**config.mk**
```make
export PLATFORM = sky130hd
export DESIGN_NAME = drop_oldest_frame_queue
export DESIGN_NICKNAME = d
export VERILOG_FILES = /design/src/design/dofq_pkg.sv /design/src/design/drop_oldest_frame_queue.sv /design/src/design/dofq_ctrl.sv /design/src/design/dofq_dp.sv
export SDC_FILE = /design/constraint.sdc
export NUM_CORES = 1
export LEC_CHECK = 0
export ABC_CLOCK_PERIOD_IN_PS = 7900
export BUFFER_PORTS_ARGS = -buffer_cell sky130_fd_sc_hd__buf_2
export CAP_MARGIN = 20
export CORE_MARGIN = 2
export CORE_UTILIZATION = 54
export DETAILED_ROUTE_END_ITERATION = 8
export GPL_ROUTABILITY_DRIVEN = 1
export PLACE_DENSITY = 0.72
export SLEW_MARGIN = 5
export SYNTH_ARGS = -nofsm -noshare
export SYNTH_HDL_FRONTEND = slang
export SYNTH_SLANG_ARGS = --single-unit
```
**constraint.sdc**
```tcl
create_clock -name clk -period 7.9 [get_ports clk]
set_input_delay 0.79 -clock clk [delete_from_list [all_inputs] [get_ports clk]]
set_output_delay 0.79 -clock clk [all_outputs]
set_load 0.1 [all_outputs]
```
**src/design/dofq_pkg.sv**
```systemverilog
// Package: shared types, widths and request codes of the drop-oldest frame queue.
package dofq_pkg;

    localparam int TAG_W  = 32;
    localparam int REQ_W  = 2;
    localparam int OCC_W  = 5;
    localparam int CAP_W  = 5;
    localparam int DROP_W = 64;

    localparam logic [CAP_W-1:0] CAP_RESET = 5'd16;

    localparam logic [REQ_W-1:0] REQ_PUSH        = 2'd0;
    localparam logic [REQ_W-1:0] REQ_TAKE_OLDEST = 2'd1;
    localparam logic [REQ_W-1:0] REQ_TAKE_LATEST = 2'd2;
    localparam logic [REQ_W-1:0] REQ_CLEAR       = 2'd3;

    typedef struct packed {
        logic [REQ_W-1:0] req_type;
        logic [TAG_W-1:0] frame_tag;
    } req_t;

    typedef struct packed {
        logic              frame_valid;
        logic [TAG_W-1:0]  frame_out;
        logic              overwrote_oldest;
        logic [OCC_W-1:0]  occupancy;
        logic [DROP_W-1:0] dropped_total;
    } rsp_t;

    typedef struct packed {
        logic accept;
        logic load_rsp;
    } ctl_cmd_t;

endpackage

```
**src/design/drop_oldest_frame_queue.sv**
```systemverilog
// Top level: drop-oldest frame descriptor queue.
//
// Request channel (req_valid/req_ready/req_data) takes one beat per request:
// push, take oldest, take latest or clear. Each request yields exactly one
// response beat on rsp_valid/rsp_ready/rsp_data with the returned descriptor,
// overwrite flag, occupancy and 64-bit wrapping drop total after the request.
// Capacity is written on cfg_valid/cfg_ready/cfg_data (always ready); 0 acts
// as 1 and values above MAX_DEPTH act as MAX_DEPTH. Write it only when idle.
// The store read is registered with the request's result, and the response
// register is then loaded, raising rsp_valid. The next request is taken only
// after that load, so only one request is in the datapath at a time.
// A response waiting in the output register does not block the next request;
// that request's result waits in the datapath until the output frees up, and
// req_ready stays low meanwhile.
// Reset clears the queue, the drop total and the response valid, and sets
// capacity to 16. The descriptor store is not cleared; no unwritten entry is
// ever returned.
module drop_oldest_frame_queue #(
    parameter int MAX_DEPTH = 16
) (
    input  logic                       clk,
    input  logic                       rst_n,
    input  logic                       req_valid,
    output logic                       req_ready,
    input  dofq_pkg::req_t             req_data,
    output logic                       rsp_valid,
    input  logic                       rsp_ready,
    output dofq_pkg::rsp_t             rsp_data,
    input  logic                       cfg_valid,
    output logic                       cfg_ready,
    input  logic [dofq_pkg::CAP_W-1:0] cfg_data
);
    import dofq_pkg::*;

    ctl_cmd_t cmd;

    assign cfg_ready = 1'b1;

    dofq_ctrl u_ctrl (
        .clk       (clk),
        .rst_n     (rst_n),
        .req_valid (req_valid),
        .req_ready (req_ready),
        .rsp_valid (rsp_valid),
        .rsp_ready (rsp_ready),
        .cmd       (cmd)
    );

    dofq_dp #(
        .MAX_DEPTH (MAX_DEPTH)
    ) u_dp (
        .clk      (clk),
        .rst_n    (rst_n),
        .cmd      (cmd),
        .req_data (req_data),
        .cfg_we   (cfg_valid),
        .cfg_data (cfg_data),
        .rsp_data (rsp_data)
    );

endmodule

```
**src/design/dofq_ctrl.sv**
```systemverilog
// Controller: request/response sequencing and output register valid.
module dofq_ctrl (
    input  logic               clk,
    input  logic               rst_n,
    input  logic               req_valid,
    output logic               req_ready,
    output logic               rsp_valid,
    input  logic               rsp_ready,
    output dofq_pkg::ctl_cmd_t cmd
);
    import dofq_pkg::*;

    localparam logic S_IDLE = 1'b0;
    localparam logic S_RESP = 1'b1;

    logic state_reg;
    logic state_next;
    logic rsp_valid_reg;
    logic rsp_valid_next;
    logic rsp_free;

    assign rsp_free     = !rsp_valid_reg || rsp_ready;
    assign req_ready    = (state_reg == S_IDLE);
    assign cmd.accept   = req_valid && (state_reg == S_IDLE);
    assign cmd.load_rsp = (state_reg == S_RESP) && rsp_free;
    assign rsp_valid    = rsp_valid_reg;

    always_comb
    begin
        state_next = state_reg;
        unique case (state_reg)
            S_IDLE:
            begin
                if (cmd.accept)
                begin
                    state_next = S_RESP;
                end
            end
            S_RESP:
            begin
                if (rsp_free)
                begin
                    state_next = S_IDLE;
                end
            end
            default:
            begin
                state_next = S_IDLE;
            end
        endcase
    end

    always_comb
    begin
        rsp_valid_next = rsp_valid_reg;
        if (cmd.load_rsp)
        begin
            rsp_valid_next = 1'b1;
        end
        else if (rsp_ready)
        begin
            rsp_valid_next = 1'b0;
        end
    end

    always_ff @(posedge clk or negedge rst_n)
    begin
        if (!rst_n)
        begin
            state_reg     <= S_IDLE;
            rsp_valid_reg <= 1'b0;
        end
        else
        begin
            state_reg     <= state_next;
            rsp_valid_reg <= rsp_valid_next;
        end
    end

`ifndef SYNTHESIS
    a_load_after_accept: assert property (@(posedge clk) disable iff (!rst_n)
        cmd.accept |=> !cmd.accept)
        else $error("accept in two consecutive cycles");
    a_resp_pending: assert property (@(posedge clk) disable iff (!rst_n)
        (state_reg == S_RESP) && !rsp_free |=> (state_reg == S_RESP) && rsp_valid_reg)
        else $error("pending result lost while output stalled");
    a_load_sets_valid: assert property (@(posedge clk) disable iff (!rst_n)
        cmd.load_rsp |=> rsp_valid_reg)
        else $error("loaded beat not presented");
`endif

endmodule

```
**src/design/dofq_dp.sv**
```systemverilog
// Datapath: ring store, head/count/drop registers, capacity register, result register.
module dofq_dp #(
    parameter int MAX_DEPTH = 16
) (
    input  logic                        clk,
    input  logic                        rst_n,
    input  dofq_pkg::ctl_cmd_t          cmd,
    input  dofq_pkg::req_t              req_data,
    input  logic                        cfg_we,
    input  logic [dofq_pkg::CAP_W-1:0]  cfg_data,
    output dofq_pkg::rsp_t              rsp_data
);
    import dofq_pkg::*;

    localparam int IDX_W   = (MAX_DEPTH > 1) ? $clog2(MAX_DEPTH) : 1;
    localparam int CNT_RAW = $clog2(MAX_DEPTH + 1);
    localparam int CNT_W   = (CNT_RAW > CAP_W) ? CNT_RAW : CAP_W;
    localparam int SUM_W   = CNT_W + 1;
    localparam logic [SUM_W-1:0] DEPTH_S = SUM_W'(MAX_DEPTH);
    localparam logic [CNT_W-1:0] DEPTH_C = CNT_W'(MAX_DEPTH);

    logic [TAG_W-1:0] mem [MAX_DEPTH];

    logic [IDX_W-1:0]  head_reg,  head_next;
    logic [CNT_W-1:0]  count_reg, count_next;
    logic [DROP_W-1:0] drop_reg,  drop_next;
    logic [CAP_W-1:0]  cap_reg;
    logic [TAG_W-1:0]  rd_data_reg;
    logic              pend_valid_reg, pend_valid_next;
    logic              pend_over_reg,  pend_over_next;
    rsp_t              rsp_reg;

    logic [CNT_W-1:0]  cap_ext;
    logic [CNT_W-1:0]  cap_eff;
    logic              full;
    logic [IDX_W-1:0]  head_a;
    logic [CNT_W-1:0]  count_a;
    logic [IDX_W-1:0]  wr_addr;
    logic              wr_en;
    logic [IDX_W-1:0]  rd_addr;

    function automatic logic [IDX_W-1:0] wrap(input logic [SUM_W-1:0] s);
        logic [SUM_W-1:0] r;
        r = (s >= DEPTH_S) ? (s - DEPTH_S) : s;
        return r[IDX_W-1:0];
    endfunction

    assign cap_ext = CNT_W'(cap_reg);
    assign cap_eff = (cap_ext == '0) ? CNT_W'(1) :
                     (cap_ext > DEPTH_C) ? DEPTH_C : cap_ext;
    assign full    = (count_reg >= cap_eff);
    assign head_a  = full ? wrap(SUM_W'(head_reg) + SUM_W'(1)) : head_reg;
    assign count_a = full ? (count_reg - CNT_W'(1)) : count_reg;
    assign wr_addr = wrap(SUM_W'(head_a) + SUM_W'(count_a));

    always_comb
    begin
        head_next       = head_reg;
        count_next      = count_reg;
        drop_next       = drop_reg;
        pend_valid_next = 1'b0;
        pend_over_next  = 1'b0;
        wr_en           = 1'b0;
        rd_addr         = head_reg;
        unique case (req_data.req_type)
            REQ_PUSH:
            begin
                wr_en          = 1'b1;
                head_next      = head_a;
                count_next     = count_a + CNT_W'(1);
                pend_over_next = full;
                if (full)
                begin
                    drop_next = drop_reg + DROP_W'(1);
                end
            end
            REQ_TAKE_OLDEST:
            begin
                if (count_reg != '0)
                begin
                    pend_valid_next = 1'b1;
                    head_next       = wrap(SUM_W'(head_reg) + SUM_W'(1));
                    count_next      = count_reg - CNT_W'(1);
                end
            end
            REQ_TAKE_LATEST:
            begin
                rd_addr = wrap(SUM_W'(head_reg) + SUM_W'(count_reg) - SUM_W'(1));
                if (count_reg != '0)
                begin
                    pend_valid_next = 1'b1;
                    drop_next       = drop_reg + DROP_W'(count_reg - CNT_W'(1));
                    count_next      = '0;
                end
            end
            REQ_CLEAR:
            begin
                count_next = '0;
            end
            default:
            begin
                count_next = count_reg;
            end
        endcase
    end

    always_ff @(posedge clk)
    begin
        if (cmd.accept && wr_en)
        begin
            mem[wr_addr] <= req_data.frame_tag;
        end
        if (cmd.accept)
        begin
            rd_data_reg <= mem[rd_addr];
        end
    end

    always_ff @(posedge clk or negedge rst_n)
    begin
        if (!rst_n)
        begin
            head_reg       <= '0;
            count_reg      <= '0;
            drop_reg       <= '0;
            cap_reg        <= CAP_RESET;
            pend_valid_reg <= 1'b0;
            pend_over_reg  <= 1'b0;
        end
        else
        begin
            if (cfg_we)
            begin
                cap_reg <= cfg_data;
            end
            if (cmd.accept)
            begin
                head_reg       <= head_next;
                count_reg      <= count_next;
                drop_reg       <= drop_next;
                pend_valid_reg <= pend_valid_next;
                pend_over_reg  <= pend_over_next;
            end
        end
    end

    always_ff @(posedge clk)
    begin
        if (cmd.load_rsp)
        begin
            rsp_reg.frame_valid      <= pend_valid_reg;
            rsp_reg.frame_out        <= pend_valid_reg ? rd_data_reg : '0;
            rsp_reg.overwrote_oldest <= pend_over_reg;
            rsp_reg.occupancy        <= OCC_W'(count_reg);
            rsp_reg.dropped_total    <= drop_reg;
        end
    end

    assign rsp_data = rsp_reg;

`ifndef SYNTHESIS
    a_count_bound: assert property (@(posedge clk) disable iff (!rst_n)
        count_reg <= DEPTH_C)
        else $error("entry count above depth");
    a_empty_after_flush: assert property (@(posedge clk) disable iff (!rst_n)
        cmd.accept && (req_data.req_type == REQ_CLEAR ||
                       req_data.req_type == REQ_TAKE_LATEST) |=> count_reg == '0)
        else $error("queue not empty after clear or take-latest");
    a_push_grows: assert property (@(posedge clk) disable iff (!rst_n)
        cmd.accept && req_data.req_type == REQ_PUSH && !full
        |=> count_reg == $past(count_reg) + CNT_W'(1))
        else $error("push below capacity did not add an entry");
`endif

endmodule
```
# == Word level (Yosys, flattened, before mapping) ==
# Memories as Yosys holds them, arrays and structs flattened. A register that Yosys moved wholly into a read port is not among the register bits.
# Index checks and enable logic that the tools add are counted.
# classes
n_addsub,12
magnitude_cmp,5
eq_ne,6
n_mux,27
bitwise_logic,1
reduce_logical,15
# op_table
cell,n
$mux W64,2
$pmux W64 S2,1
$add A64 B1 Y64 const B,1
$add A64 B64 Y64,1
$mux W5,5
$mux W4,6
$pmux W5 S4,1
$add A4 B5 Y6,2
$ge A6 B5 Y1 const B,2
$sub A4 B1 Y4 const B,3
$mux W1,10
$pmux W4 S2,1
$ne A2 B1 Y1 const B,3
$reduce_and A3 Y1,2
$reduce_bool A2 Y1,3
$sub A5 B1 Y6 const B,1
$sub A6 B1 Y6 const B,1
$add A4 B1 Y5 const B,1
$add A5 B1 Y5 const B,1
$ge A5 B5 Y1,1
$ge A5 B5 Y1 const B,1
$gt A5 B5 Y1 const B,1
$logic_not A5 Y1,1
$reduce_bool A5 Y1,1
other kinds (11),14
# word_totals
regBits,185
mem_bits_rw,512
elab_cells,80
n_memories,1
# memory_table
name,depth,word_bits,rd,rd_ports_with_merged_regs,wr,line_no,rtl
u_dp.mem,16,32,1,1,1,dofq_dp.sv:22,logic [TAG_W-1:0] mem [MAX_DEPTH];

# == Depth between registers and ports, before layout ==
# depth
depth_word,8
depth_mapped,19
depth_no_buf,18

# == Hierarchy ==
# From an unflattened synthesis, not the netlist that was laid out.
# unflattened
hier_cells,2667
area_unflattened_um2,32289.7
# modules_own_cells
module,instances,cells_per_inst,area_per_inst_um2,seq_area_each_um2
dofq_dp,1,2656,32177.1,21431.8
dofq_ctrl,1,9,101.3,50.0
drop_oldest_frame_queue,1,2,11.3,0.0

# == Worst setup path after synthesis ==
# OpenSTA, ideal clock, no wires.
# synth_path
kind,in2reg
from,input port req_data[32] (netlist bit)
to,register u_dp.drop_reg[54]
setup_ns,0.069
arrival_ns,5.400
required_time_ns,7.831
path_slack_ns,2.431
path_stages,17
n_path_buf,2
path_cell_list,inv_1 ha_1 clkbuf_1 nand3_1 inv_1 ha_1 buf_2 and3_1 and2_1 and3b_1 a31o_1 o311a_1 o211ai_2 a31oi_2 nor4b_1 or4_1 nand3_1
# synth_between
elab_chain_len,3
elab_cells_between_ends,7
classes_between,eq/ne: 3; mux: 1; reduce/logical: 3
# synth_lines
item,line_no,rtl
from (decl),drop_oldest_frame_queue.sv:25,"input dofq_pkg::req_t req_data,"
$eq A2 B2 Y1 or $logic_not A2 Y1 (tied branches),dofq_dp.sv:65,unique case (req_data.req_type)
$ne A2 B1 Y1 (no line) or $reduce_bool A2 Y1 (tied branches),-,
$reduce_and A4 Y1 (no line),-,
to (signal assigned),dofq_dp.sv:140,drop_reg <= drop_next;
to (decl),dofq_dp.sv:26,"logic [DROP_W-1:0] drop_reg, drop_next;"
# Parallel ways exist; a longest one is shown, timed or not.
# A chain may end at the register's enable or synchronous reset.

# == Worst setup path after layout ==
# layout_path
from,register u_dp.count_reg[0]
to,register u_dp.drop_reg[63]
# layout_between
elab_chain_len,4
elab_cells_between_ends,9
classes_between,add/sub: 2; order compare: 1; eq/ne: 2; mux: 2; reduce/logical: 2
# layout_lines
item,line_no,rtl
from (decl),dofq_dp.sv:25,"logic [CNT_W-1:0] count_reg, count_next;"
from (signal assigned),dofq_dp.sv:139,count_reg <= count_next;
$sub A5 B1 Y6,dofq_dp.sv:92,drop_next = drop_reg + DROP_W'(count_reg - CNT_W'(1));
$add A64 B64 Y64,dofq_dp.sv:92,
$mux W64,dofq_dp.sv:89,if (count_reg != '0)
$pmux W64 S2,dofq_dp.sv:65,
# Parallel ways exist; a longest one is shown, timed or not. The select of a mux whose other input is x is not followed.

==> key figures <==
Outcome
  – Status: completed

Setup path
  – Crit end category: flip-flop
  – CP top delay family: compound AO/OA/AOI/OAI gates
  – CP required: 8400 ps
  – CP peak stage delay: 780 ps
  – CP max FO: 43
  – CP Cell Sequence: nor3_1, nand3_1, inv_2, ha_1, and4_1, and3_1, a211oi_2, o211ai_4, a41oi_1, o21ai_1, a31oi_1, a21oi_1, a31oi_1, a21oi_1, nand4b_1
  – Buf/Inv on CP: 1
  – CP max stage cell: inv_2
  – Critical Path Source Type: flip-flop
  – Worst endpoint data arrival time: 5980 ps
  – Setup Crit Path Kind: flip-flop to flip-flop

Drt
  – Max Used Layer: met5
  – Vias per cell: 5.945
  – DR WL met3: 3853 um
  – Via count: 17.63k
  – WL final: 67,840 um
  – M1 wire length: 28,630 um
  – Routed length per instance: 22.88 um
  – Routed Antenna Nets: 0
  – Routed length on met2: 33,750 um
  – Initial detailed-routing violation count: 1,523
  – First-pass iteration count of the detailed router: 5
  – Residual DRC: 0

Floorplanning
  – Row Count: 88
  – Die ar.: 0.05971 mm^2
  – Core area: 0.05737 mm^2
  – Die W: 244.4 um
  – Starting Density: 54.38%
  – Die Y: 244.4 um
  – Ports: 150

Pwr
  – Max IR drop VDD: 531.6 uV
  – Clock share of power: 24.8%
  – Leakage Power: 12.69 nW
  – P_int: 0.008610 W
  – Part of the power in registers: 37.8%
  – Power per cell area: 385.9 mW/mm^2
  – Psw: 0.005020 W
  – Net Sw Frac: 36.83%
  – Logic pwr share: 37.5%

Clock network
  – Clock Root Buffer: clkbuf_16
  – Clock transition at path regs: 60 ps
  – Worst skew pair latency: 630 ps
  – CTS resizes: 0
  – CTS H-tree depth: 3
  – Hold bufs inserted after CTS: 0
  – CTS sink count: 729
  – CTS tree: done
  – Cts bufs inserted: 74
  – Post-CTS setup buffer count: 0
  – Clock Tree Buf Depth: 3

Timing
  – Setup violators final: 0
  – Worst Skew: 23.89 ps
  – RSZ-0062 raised after global routing: no
  – Crit share post-route: 69.33%
  – Fin Setup TNS: 0 ps
  – Relative slew margins: 32.10%
  – Fin Hold WS: 139.5 ps
  – Final Critical Period: 5477 ps
  – Worst Tran Pin Value: 1017 ps
  – Hold Fails Final Rpt: 0
  – Pins Over Slew Limit: 0
  – FMAX: 182.6 MHz

Global routing
  – Largest net degree at the start of global routing: 128
  – Vias in the first global route: 17.70k
  – Grt total ovfl: 0
  – First-pass GRT wire length: 104,200 um
  – Initial antenna violation count: 6
  – GRT Total Usage: 23.01%

Synthesis
  – Top_reg_cell synth: edfxtp_1
  – Area contributors post-synth: edfxtp_1, mux4_2, dfrtp_1
  – Yosys top cell area share: 62.28%
  – FFs w/ async S/R, synth: 11.25%
  – #FFs+latches synth: 729
  – Mapped Area: 0.03120 mm^2
  – Warnings, synthesis: 0
  – Netlist cell types: 70
  – Mean Syn Cell Area: 15.77 um^2
  – EDFF count, synth: 647
  – Syn_nets: 2,103
  – Syn Inst Count: 1,978
  – Register area share after synthesis: 68.86%
  – Yosys top cell by area: edfxtp_1

Flow run
  – Max Cap Viol: 0

Place
  – Post-DP HPWL: 38,680 um
  – I/O Buffers: 148
  – GPL Wtd Cong: 0.8730

Layout
  – Layout fillers: 4,162
  – Layout area overhead: 13.23%
  – Nets: 2,264
  – Max reg flops: 512
  – Share of layout cells above drive strength 1: 20.69%

Min path
  – Hold Crit Class: primary input to async pin
per-layer routing:
metal / GRT usage, % / up-vias
met1: 30.81 / 8942
met5: 0 / -
met3: 4.214 / 101
met2: 38.60 / 571
met4: 7.192 / 10
li1: - / 8003
logic make-up (layout without fill, tap and decap cells):
family	Yosys count	count (layout)	synth area share, %
AO/OA/AOI/OAI	372	372	7.596
XOR/XNOR	80	80	2.246
adder cells (fa/ha/maj)	81	81	3.297
buffers and inverters	131	352	1.608
flip-flops	729	729	68.86
multiplexers	144	144	9.738
other	1	2	0.01202
AND/OR/NAND/NOR	440	440	6.646
stage by stage:
| step | utilization (%) | setup slack, ps | power (W) | std cells | cell area (um^2) |
|---|---|---|---|---|---|
| floorplan | - | 2431 | 0.009040 | 1978 | 31200 |
| global placement | 57.49 | 2005 | 0.01029 | 2828 | 32980 |
| detailed placement | 57.49 | 1948 | 0.01037 | 2828 | 32980 |
| CTS | 61.58 | 2403 | 0.01375 | 2964 | 35320 |
| global route | 61.58 | 2008 | 0.01432 | 2964 | 35320 |
| finish | 61.58 | 2423 | 0.01363 | 2965 | 35330 |
path summary, 6_finish.rpt:
check | from | endpoint | slack [ps] | cells after the start
min in group clk | cfg_data[4] | u_dp.cap_ext[4] | 400 | 3
min | rst_n | u_dp.drop_reg[6] | 140 | 1
max | u_dp.count_reg[0] | u_dp.drop_reg[63] | 2420 | 15
max in group asynchronous | rst_n | u_dp.drop_reg[50] | 6690 | 2
min reg2reg | u_dp.pend_over_reg | u_dp.rsp_data[69] | 450 | 0
max reg2reg | u_dp.count_reg[0] | u_dp.drop_reg[63] | 2420 | 15
Yosys cell counts (39+ instances only):
cell type  instances
a21o_1            44
a21oi_1           82
and2_1            67
clkbuf_1          68
dfrtp_1           81
edfxtp_1         647
ha_1              79
inv_1             39
mux4_2           127
nand2_1          201
nor2_1            62
o21ai_0           93
xnor2_1           48
cells in the final DEF (no fill, tap or decap), types with 6 or more instances in the layout:
cell type	Yosys	routed
a211oi_1	38	38
a21o_1	44	44
a21oi_1	82	82
a31oi_1	37	37
and2_1	67	66
and3_1	9	9
buf_2	5	147
buf_4	1	27
clkbuf_1	68	17
clkbuf_16	0	74
clkinv_1	1	11
clkinv_2	0	17
dfrtp_1	81	81
edfxtp_1	647	647
ha_1	79	79
inv_1	39	38
mux2_2	6	6
mux2i_1	11	8
mux4_2	127	127
nand2_1	201	201
nand2b_1	14	14
nand3_1	27	26
nand4_1	14	14
nor2_1	62	46
nor2_4	0	16
nor2b_1	6	6
nor3_1	13	13
o21a_1	7	7
o21ai_0	93	93
o21ai_1	10	10
o21bai_1	13	13
o31ai_1	9	9
xnor2_1	48	47
xor2_1	32	31
area by class of cell:
type                       instances  area [um^2]  area share, %
clock inverter                    43        399.1          1.130
timing repair buffer             176        978.4          2.770
tap                              765        957.2          2.710
antenna                            1        2.502       0.007084
clock buffer                      93         1943          5.501
multi-input combinational       1118         9413          26.65
inverter                          40        150.1         0.4250
sequential                       729        21480          60.81
power by group through the flow:
stage	combinational [W]	clock, W	sequential [W]
after floorplan	0.00318	0	0.00586
after global placement	0.00508	0	0.00521
after detailed placement	0.00515	0	0.00523
after CTS	0.00516	0.00344	0.00515
after global routing	0.00553	0.00359	0.00520
final	0.00511	0.00337	0.00515
(Power assumes the default switching activity.)
